## src/rtl/scfp_pkg.sv

```systemverilog
// Shared types and constants of the sum-checked frame parser.
package scfp_pkg;

  // Byte that opens every frame.
  localparam logic [7:0] START_BYTE = 8'h3a;

  // Parse phases, one for each byte position of a frame.
  typedef enum logic [3:0] {
    PH_HUNT  = 4'd0,
    PH_ADDR0 = 4'd1,
    PH_ADDR1 = 4'd2,
    PH_FUNC0 = 4'd3,
    PH_FUNC1 = 4'd4,
    PH_LEN0  = 4'd5,
    PH_LEN1  = 4'd6,
    PH_DATA  = 4'd7,
    PH_CHK1  = 4'd8
  } phase_e;

  // Kinds of result item.
  typedef enum logic [1:0] {
    KIND_PAYLOAD = 2'd0,
    KIND_GOOD    = 2'd1,
    KIND_FAIL    = 2'd2
  } kind_e;

  // One result item as it travels from the parser to the output register.
  typedef struct packed {
    kind_e       kind;
    logic [7:0]  payload;
    logic [15:0] addr;
    logic [15:0] func;
    logic [15:0] len;
  } result_t;

endpackage

```

## src/rtl/scfp_in_stage.sv

```systemverilog
// Input register that holds one received byte until the parser takes it.
module scfp_in_stage (
  input  logic       clk_i,
  input  logic       rst_ni,
  input  logic       s_axis_tvalid_i,
  output logic       s_axis_tready_o,
  input  logic [7:0] s_axis_tdata_i,   // rx_byte
  input  logic       take_i,
  output logic       valid_o,
  output logic [7:0] byte_o
);

  logic       valid_q, valid_d;
  logic [7:0] data_q;
  logic       accept;

  // The register is free when empty or when its byte leaves this cycle.
  assign s_axis_tready_o = !valid_q || take_i;
  assign accept          = s_axis_tvalid_i && s_axis_tready_o;

  always_comb begin
    valid_d = valid_q;
    if (accept) begin
      valid_d = 1'b1;
    end else if (take_i) begin
      valid_d = 1'b0;
    end
  end

  always_ff @(posedge clk_i or negedge rst_ni) begin
    if (!rst_ni) begin
      valid_q <= 1'b0;
    end else begin
      valid_q <= valid_d;
    end
  end

  // Payload register needs no reset.
  always_ff @(posedge clk_i) begin
    if (accept) begin
      data_q <= s_axis_tdata_i;
    end
  end

  assign valid_o = valid_q;
  assign byte_o  = data_q;

endmodule

```

## src/rtl/scfp_parser.sv

```systemverilog
// Frame parse state and the per-byte update that forms each result item.
module scfp_parser (
  input  logic              clk_i,
  input  logic              rst_ni,
  input  logic              byte_valid_i,
  input  logic [7:0]        byte_i,
  output logic              res_valid_o,
  output scfp_pkg::result_t res_o
);

  scfp_pkg::phase_e phase_q, phase_d;
  logic [15:0] addr_q, addr_d;
  logic [15:0] func_q, func_d;
  logic [15:0] len_q, len_d;
  logic [15:0] left_q, left_d;
  logic [15:0] sum_q, sum_d;
  logic [7:0]  chk_lo_q, chk_lo_d;
  logic        emit;

  // Next phase.
  always_comb begin
    phase_d = phase_q;
    if (byte_valid_i) begin
      case (phase_q)
        scfp_pkg::PH_HUNT: begin
          if (byte_i == scfp_pkg::START_BYTE) begin
            phase_d = scfp_pkg::PH_ADDR0;
          end
        end
        scfp_pkg::PH_ADDR0: phase_d = scfp_pkg::PH_ADDR1;
        scfp_pkg::PH_ADDR1: phase_d = scfp_pkg::PH_FUNC0;
        scfp_pkg::PH_FUNC0: phase_d = scfp_pkg::PH_FUNC1;
        scfp_pkg::PH_FUNC1: phase_d = scfp_pkg::PH_LEN0;
        scfp_pkg::PH_LEN0:  phase_d = scfp_pkg::PH_LEN1;
        scfp_pkg::PH_LEN1:  phase_d = scfp_pkg::PH_DATA;
        scfp_pkg::PH_DATA: begin
          if (left_q == 16'd0) begin
            phase_d = scfp_pkg::PH_CHK1;
          end
        end
        scfp_pkg::PH_CHK1:  phase_d = scfp_pkg::PH_HUNT;
        default:            phase_d = scfp_pkg::PH_HUNT;
      endcase
    end
  end

  // Header fields, payload count, running sum and the result item.
  always_comb begin
    addr_d       = addr_q;
    func_d       = func_q;
    len_d        = len_q;
    left_d       = left_q;
    sum_d        = sum_q;
    chk_lo_d     = chk_lo_q;
    emit         = 1'b0;
    res_o.kind   = scfp_pkg::KIND_PAYLOAD;
    res_o.payload = 8'd0;
    // Header fields of a result are those in force before this byte.
    res_o.addr   = addr_q;
    res_o.func   = func_q;
    res_o.len    = len_q;
    if (byte_valid_i) begin
      case (phase_q)
        scfp_pkg::PH_ADDR0: addr_d = {8'd0, byte_i};
        scfp_pkg::PH_ADDR1: addr_d = {byte_i, addr_q[7:0]};
        scfp_pkg::PH_FUNC0: func_d = {8'd0, byte_i};
        scfp_pkg::PH_FUNC1: func_d = {byte_i, func_q[7:0]};
        scfp_pkg::PH_LEN0:  len_d  = {8'd0, byte_i};
        scfp_pkg::PH_LEN1: begin
          len_d  = {byte_i, len_q[7:0]};
          left_d = {byte_i, len_q[7:0]};
          sum_d  = addr_q + func_q + {byte_i, len_q[7:0]};
        end
        scfp_pkg::PH_DATA: begin
          if (left_q == 16'd0) begin
            chk_lo_d = byte_i;
          end else begin
            sum_d         = sum_q + {8'd0, byte_i};
            left_d        = left_q - 16'd1;
            emit          = 1'b1;
            res_o.payload = byte_i;
          end
        end
        scfp_pkg::PH_CHK1: begin
          emit = 1'b1;
          if ({byte_i, chk_lo_q} == sum_q) begin
            res_o.kind = scfp_pkg::KIND_GOOD;
          end else begin
            res_o.kind = scfp_pkg::KIND_FAIL;
          end
        end
        default: begin
        end
      endcase
    end
  end

  assign res_valid_o = emit;

  always_ff @(posedge clk_i or negedge rst_ni) begin
    if (!rst_ni) begin
      phase_q  <= scfp_pkg::PH_HUNT;
      addr_q   <= 16'd0;
      func_q   <= 16'd0;
      len_q    <= 16'd0;
      left_q   <= 16'd0;
      sum_q    <= 16'd0;
      chk_lo_q <= 8'd0;
    end else begin
      phase_q  <= phase_d;
      addr_q   <= addr_d;
      func_q   <= func_d;
      len_q    <= len_d;
      left_q   <= left_d;
      sum_q    <= sum_d;
      chk_lo_q <= chk_lo_d;
    end
  end

`ifndef SYNTHESIS
  // The last check byte always sends the parser back to hunting.
  a_chk_to_hunt: assert property (@(posedge clk_i) disable iff (!rst_ni)
    byte_valid_i && phase_q == scfp_pkg::PH_CHK1 |=> phase_q == scfp_pkg::PH_HUNT)
    else $error("parser did not return to hunting after the check word");

  // Each payload item counts one byte off the remaining length.
  a_left_dec: assert property (@(posedge clk_i) disable iff (!rst_ni)
    byte_valid_i && phase_q == scfp_pkg::PH_DATA && left_q != 16'd0
    |=> left_q == $past(left_q) - 16'd1)
    else $error("payload count did not step down");

  // A frame verdict carries a zero payload byte.
  a_verdict_zero: assert property (@(posedge clk_i) disable iff (!rst_ni)
    res_valid_o && res_o.kind != scfp_pkg::KIND_PAYLOAD |-> res_o.payload == 8'd0)
    else $error("frame verdict with nonzero payload byte");
`endif

endmodule

```

## src/rtl/scfp_out_stage.sv

```systemverilog
// Output register that holds one result item until the sink takes it.
module scfp_out_stage (
  input  logic              clk_i,
  input  logic              rst_ni,
  input  logic              load_i,
  input  scfp_pkg::result_t res_i,
  output logic              space_o,
  output logic              m_axis_tvalid_o,
  input  logic              m_axis_tready_i,
  output logic [55:0]       m_axis_tdata_o,  // payload_byte, frame_address,
                                             // function_code, payload_length
  output logic [1:0]        m_axis_tuser_o   // result_kind
);

  logic              valid_q, valid_d;
  scfp_pkg::result_t res_q;

  // Room for a new item when empty or when the held item leaves now.
  assign space_o = !valid_q || m_axis_tready_i;

  always_comb begin
    valid_d = valid_q;
    if (load_i) begin
      valid_d = 1'b1;
    end else if (m_axis_tready_i) begin
      valid_d = 1'b0;
    end
  end

  always_ff @(posedge clk_i or negedge rst_ni) begin
    if (!rst_ni) begin
      valid_q <= 1'b0;
    end else begin
      valid_q <= valid_d;
    end
  end

  always_ff @(posedge clk_i) begin
    if (load_i) begin
      res_q <= res_i;
    end
  end

  assign m_axis_tvalid_o = valid_q;
  assign m_axis_tdata_o  = {res_q.len, res_q.func, res_q.addr, res_q.payload};
  assign m_axis_tuser_o  = res_q.kind;

endmodule

```

## src/rtl/sum_checked_frame_parser.sv

```systemverilog
// Top level of the sum-checked frame parser.
//
// Takes one received byte per cycle and, once a 0x3a start byte is seen,
// gathers a little-endian address, function code and length, passes each
// payload byte out as a result item, and ends the frame with a frame good
// or checksum fail item once the 16-bit little-endian check word (sum of
// header fields and payload bytes, modulo 2^16) has arrived. Bytes between
// frames, such as CR/LF, give no result. The block sustains one byte per
// cycle while results are taken; the parse state update is the loop that
// sets this. A byte waits in the input register, and its result in the
// output register. While a result waits in the output register the parser
// stalls; the input register takes at most one more byte, and then the
// input ready stays low until the result leaves.
module sum_checked_frame_parser (
  input  logic        clk_i,
  input  logic        rst_ni,
  input  logic        s_axis_tvalid_i,
  output logic        s_axis_tready_o,
  input  logic [7:0]  s_axis_tdata_i,   // rx_byte
  output logic        m_axis_tvalid_o,
  input  logic        m_axis_tready_i,
  output logic [55:0] m_axis_tdata_o,   // payload_byte [7:0], frame_address [23:8],
                                        // function_code [39:24],
                                        // payload_length [55:40]
  output logic [1:0]  m_axis_tuser_o    // result_kind
);

  logic              in_valid;
  logic [7:0]        in_byte;
  logic              out_space;
  logic              take;
  logic              res_valid;
  scfp_pkg::result_t res;

  // The parser takes a byte whenever the output register can take a result.
  assign take = in_valid && out_space;

  scfp_in_stage u_in (
    .clk_i           (clk_i),
    .rst_ni          (rst_ni),
    .s_axis_tvalid_i (s_axis_tvalid_i),
    .s_axis_tready_o (s_axis_tready_o),
    .s_axis_tdata_i  (s_axis_tdata_i),
    .take_i          (take),
    .valid_o         (in_valid),
    .byte_o          (in_byte)
  );

  scfp_parser u_parser (
    .clk_i        (clk_i),
    .rst_ni       (rst_ni),
    .byte_valid_i (take),
    .byte_i       (in_byte),
    .res_valid_o  (res_valid),
    .res_o        (res)
  );

  scfp_out_stage u_out (
    .clk_i           (clk_i),
    .rst_ni          (rst_ni),
    .load_i          (res_valid),
    .res_i           (res),
    .space_o         (out_space),
    .m_axis_tvalid_o (m_axis_tvalid_o),
    .m_axis_tready_i (m_axis_tready_i),
    .m_axis_tdata_o  (m_axis_tdata_o),
    .m_axis_tuser_o  (m_axis_tuser_o)
  );

endmodule

```

## config.mk

```make
export PLATFORM = sky130hd
export DESIGN_NAME = sum_checked_frame_parser
export DESIGN_NICKNAME = d
export VERILOG_FILES = /design/src/rtl/scfp_pkg.sv /design/src/rtl/scfp_in_stage.sv /design/src/rtl/scfp_parser.sv /design/src/rtl/scfp_out_stage.sv /design/src/rtl/sum_checked_frame_parser.sv
export SDC_FILE = /design/constraint.sdc
export NUM_CORES = 1
export LEC_CHECK = 0
export BUFFER_PORTS_ARGS = -buffer_cell sky130_fd_sc_hd__buf_2
export CORE_MARGIN = 8
export CORE_UTILIZATION = 55
export DETAILED_ROUTE_END_ITERATION = 16
export PLACE_DENSITY_LB_ADDON = 0.3
export SETUP_SLACK_MARGIN = 0.15
export SLEW_MARGIN = 20
export SYNTH_ARGS = -nofsm -noshare
export SYNTH_HDL_FRONTEND = slang
export SYNTH_SLANG_ARGS = --single-unit
```

## constraint.sdc

```tcl
create_clock -name clk_i -period 6.56 [get_ports clk_i]
set_input_delay 0.328 -clock clk_i [delete_from_list [all_inputs] [get_ports clk_i]]
set_output_delay 0.328 -clock clk_i [all_outputs]
set_load 0.005 [all_outputs]
```

==> impl_summary.log <==
INFO  metric status = completed
INFO  metric required = around 6900 ps
INFO  metric syn-num-nets = 762
INFO  metric grt_use_met3 = 5.03%
INFO  metric synth_top_area_share = 29.7%
INFO  metric grt.total_usage = a little over a fifth
INFO  metric die_height = 136 um
INFO  metric max_cap_violations = 0
INFO  metric finalClockSkew = 6.33 ps
INFO  metric start_util = between 50 and 60%
INFO  metric tritoncts_num_sinks = 160
INFO  metric routedWlPerCell = 20.1 um
INFO  metric pin_count_of_the_biggest_net_entering_global_routing = a little under 60
INFO  metric seqPwrFrac = 34.9%
INFO  metric period_share = about half
INFO  metric yosys-top-cells-area = sky130_fd_sc_hd__dfrtp_1, sky130_fd_sc_hd__edfxtp_1, sky130_fd_sc_hd__fa_1, sky130_fd_sc_hd__nand2_1, sky130_fd_sc_hd__ha_1
INFO  metric async_reset_ff_share = 58.8%
INFO  metric leading_register_cell_type_out_of_synthesis = sky130_fd_sc_hd__dfrtp_1
INFO  metric p_sw_share = a little over two fifths
INFO  metric row_count = 44
INFO  metric number_of_warnings_printed_during_yosys_synthesis = 0
INFO  metric synth_edf_count = 66
INFO  metric clock.fmax = 0.306 GHz
INFO  metric power.share.clock = between 15 and 20%
INFO  metric place_congestion = 0.926
INFO  metric portBuffers = 71
INFO  metric worst_slack = approximately 3300 ps
INFO  metric num_io_pins = 72
INFO  metric h_tree_levels = 4
INFO  metric vias = between 5,000 and 6,000
INFO  metric ctsRootBufferMaster = sky130_fd_sc_hd__clkbuf_16
INFO  metric syn-mean-instance-area = 11.2 um^2
INFO  metric synth_seq_cells = 160
INFO  metric clk_path_buf_depth = 2
INFO  metric syn_to_final_growth = 14.1%
INFO  metric unique_masters_post_synth = 67
INFO  metric switching_power = 2110 uW
INFO  metric synthCells = 709
INFO  metric crit_path_end_kind = flop
INFO  metric first_pass_grt_wire_length = 31,500 um
INFO  metric initialDrtViolationCount = ~530
INFO  metric cts_setup_buffers = 0
INFO  metric route.detailed.drc = 0
INFO  metric cell_chain_of_the_critical_path = and4b_1 -> buf_4 -> nand3_1 -> a21oi_1 -> nand2b_4 -> o21ai_0 -> a221o_1
INFO  metric hpwlAfterDp = approximately 13,000 um
INFO  metric netlist_area = 0.00793 mm^2
INFO  metric worstSetupStartpointType = flop
INFO  metric crit_arrival = 3580 ps
INFO  metric gr-max-usage-layer = met2
INFO  metric timing_hold_violations_final = 0
INFO  metric postRouteWirelength = 19,500 um
INFO  metric min-delay-path-class = input port to flop
INFO  metric worstSkewPairLatency = 430 ps
INFO  metric multi_input_comb_area = 0.00341 mm^2
INFO  metric synth_area_leader_cell = sky130_fd_sc_hd__dfrtp_1
INFO  metric placeableCoreArea = about 0.014 mm^2
INFO  metric finalMaxSlewViolations = 0
INFO  metric antenna_diode_count = 0
INFO  metric highest_net_fanout_along_the_worst_path = 38
INFO  metric path_clk_slew = 70 ps
INFO  metric layout_min_cycle_time = 3270 ps
INFO  metric power.density_cell_area = 557 mW/mm^2
INFO  metric max_slew.worst_pin.slew = 1100 ps
INFO  metric critical-path-slowest-cell = sky130_fd_sc_hd__a21oi_1
INFO  metric synth.yosys.seq_area_share = 54.7%
INFO  metric drive_gt1_share = 18.2%
INFO  metric finalSetupViolCount = 0
INFO  metric p_leak = 0.00387 uW
INFO  metric seqCellArea = 0.00433 mm^2
INFO  metric fillCellCount = 1,105
INFO  metric final_core_util = 63.2%
INFO  metric chipWidth = 136 um
INFO  metric met2_track_utilization_from_global_routing = 35.1%
INFO  metric grt.met1_usage = 28.5%
INFO  metric combinationalPowerShare = 45.5%
INFO  metric drt_first_pass_iters = 5
INFO  metric post-place-ws = approximately 3400 ps
INFO  metric internal-power = 2930 uW
INFO  metric die_footprint = 0.0185 mm^2
INFO  metric cts_inserted_buffers = 17
INFO  metric via_per_inst = slightly above 6
INFO  metric cpPeakStageDelay = 740 ps
INFO  metric setup_repair_after_global_routing_missed_its_margin = false
INFO  metric globalRoute.totalOverflow = 0
INFO  metric fin_setup_tns = 0 ps
INFO  metric grt_antenna_before_repair = 0
INFO  metric worst-path-buf-inv = 1
INFO  metric first_global_vias = 6,006
INFO  metric detail-route-antenna-nets = 0
INFO  metric peakVddDrop = 227 uV
INFO  metric tritoncts_clock_tree = built
INFO  metric worst_case_headroom_to_the_max_slew_limit = a little over a quarter
INFO  metric cpLargestDelayFamily = compound AO/OA/AOI/OAI gates
INFO  metric crit_path_class = flop to flop
INFO  metric final_nets = 826
==> power groups by stage <==
stage | logic, uW | registers, uW | clock network (uW)
final | 2290 | 1760 | 988
after global routing | 2560 | 1800 | 1030
after CTS | 2260 | 1750 | 998
after detailed placement | 2230 | 1770 | 0
after global placement | 2150 | 1750 | 0
after floorplan | 1680 | 1650 | 0
==> cells by family (layout without fill, tap and decap cells) <==
| group | Yosys count | in the layout | synth area share [%] |
|---|---|---|---|
| compound gates | 175 | 175 | 13.9 |
| xor+xnor | 34 | 34 | 3.76 |
| fa+ha+maj | 41 | 41 | 8.08 |
| simple gates | 232 | 232 | 14.7 |
| mux | 17 | 17 | 2.40 |
| buf+inv | 50 | 127 | 2.46 |
| flops | 160 | 160 | 54.7 |
==> synth_stat cells, drive strengths merged (3+ instances only) <==
library cell,number
a211oi,4
a21o,3
a21oi,45
a221o,3
a22o,15
a22oi,3
a31oi,8
a32oi,4
and2,12
and3,6
buf,6
clkbuf,27
dfrtp,94
edfxtp,66
fa,17
ha,24
inv,17
mux2,16
nand2,88
nand2b,5
nand3,21
nand3b,3
nand4,7
nor2,41
nor2b,8
nor3,11
nor3b,3
nor4,8
nor4b,4
o211ai,4
o21a,4
o21ai,61
or2,5
or4,3
xnor2,13
xor2,21
==> metal layers <==
layer  share of wire [%]  wire length (um)
met3                 8.4              1640
met5                   0                 0
met4                 2.9               559
met2                  47              9110
met1                  42              8230
==> placed cells by master, fill, tap and decap left out, types with 17 or more instances in the layout <==
| master | instances |
|---|---|
| sky130_fd_sc_hd__nand2_1 | 88 |
| sky130_fd_sc_hd__fa_1 | 17 |
| sky130_fd_sc_hd__xor2_1 | 21 |
| sky130_fd_sc_hd__o21ai_0 | 60 |
| sky130_fd_sc_hd__a21oi_1 | 45 |
| sky130_fd_sc_hd__clkbuf_16 | 18 |
| sky130_fd_sc_hd__nand3_1 | 21 |
| sky130_fd_sc_hd__edfxtp_1 | 66 |
| sky130_fd_sc_hd__ha_1 | 24 |
| sky130_fd_sc_hd__buf_2 | 70 |
| sky130_fd_sc_hd__nor2_1 | 38 |
| sky130_fd_sc_hd__inv_1 | 17 |
| sky130_fd_sc_hd__dfrtp_1 | 94 |
==> timing repair <==
item / in CTS / in global routing
endpoints found under the hold margin: 38 / 0
gates resized for setup: 0 / 0
hold buffers: 1 / 0
==> flip-flops by register name, indices dropped and copies added (netlist names) <==
name and cells:
u_parser.phase_q 4, u_parser.func_q 16, u_parser.sum_q 16, u_in.valid_o 1, u_out.m_axis_tuser_o 2, u_parser.addr_q 16, u_out.m_axis_tdata_o 56, u_in.byte_o 8
u_parser.len_q 16, u_out.m_axis_tvalid_o 1, u_parser.chk_lo_q 8, u_parser.left_q 16
==> metrics by stage <==
stage          instance area [um^2]  hold slack [ps]  power (uW)  cells
2_1_floorplan                  7930             32.4        3330    709
3_3_place_gp                   8440              327        3900    937
3_5_place_dp                   8440              335        3990    937
4_1_cts                        9040             60.0        5010    970
5_1_grt                        9040             63.8        5390    970
6_report                       9040             71.0        5040    970
==> path summary, 6_finish.rpt <==
check	from	endpoint	slack, ps	cells past startpoint
worst max register to register	u_parser.phase_q[0]	u_parser.sum_q[14]	3290	7
worst max-delay path	u_parser.phase_q[0]	u_parser.sum_q[14]	3290	7
worst min-delay path	s_axis_tdata_i[7]	u_in.byte_o[7]	70	1
min in group asynchronous	rst_ni	u_parser.left_q[12]	400	2
max in group asynchronous	rst_ni	u_parser.len_q[10]	5040	3
worst min register to register	u_parser.len_q[10]	u_out.m_axis_tdata_o[50]	470	0
==> cell type report <==
cell class | count | share of cell area [%]
clock inverters | 12 | 1.33
clock buffers | 20 | 5.28
multi-input cells | 499 | 37.7
repair buffers | 78 | 4.56
well taps | 184 | 2.55
inverters | 17 | 0.705
flip-flops and latches | 160 | 47.9
(Power assumes the default switching activity.)
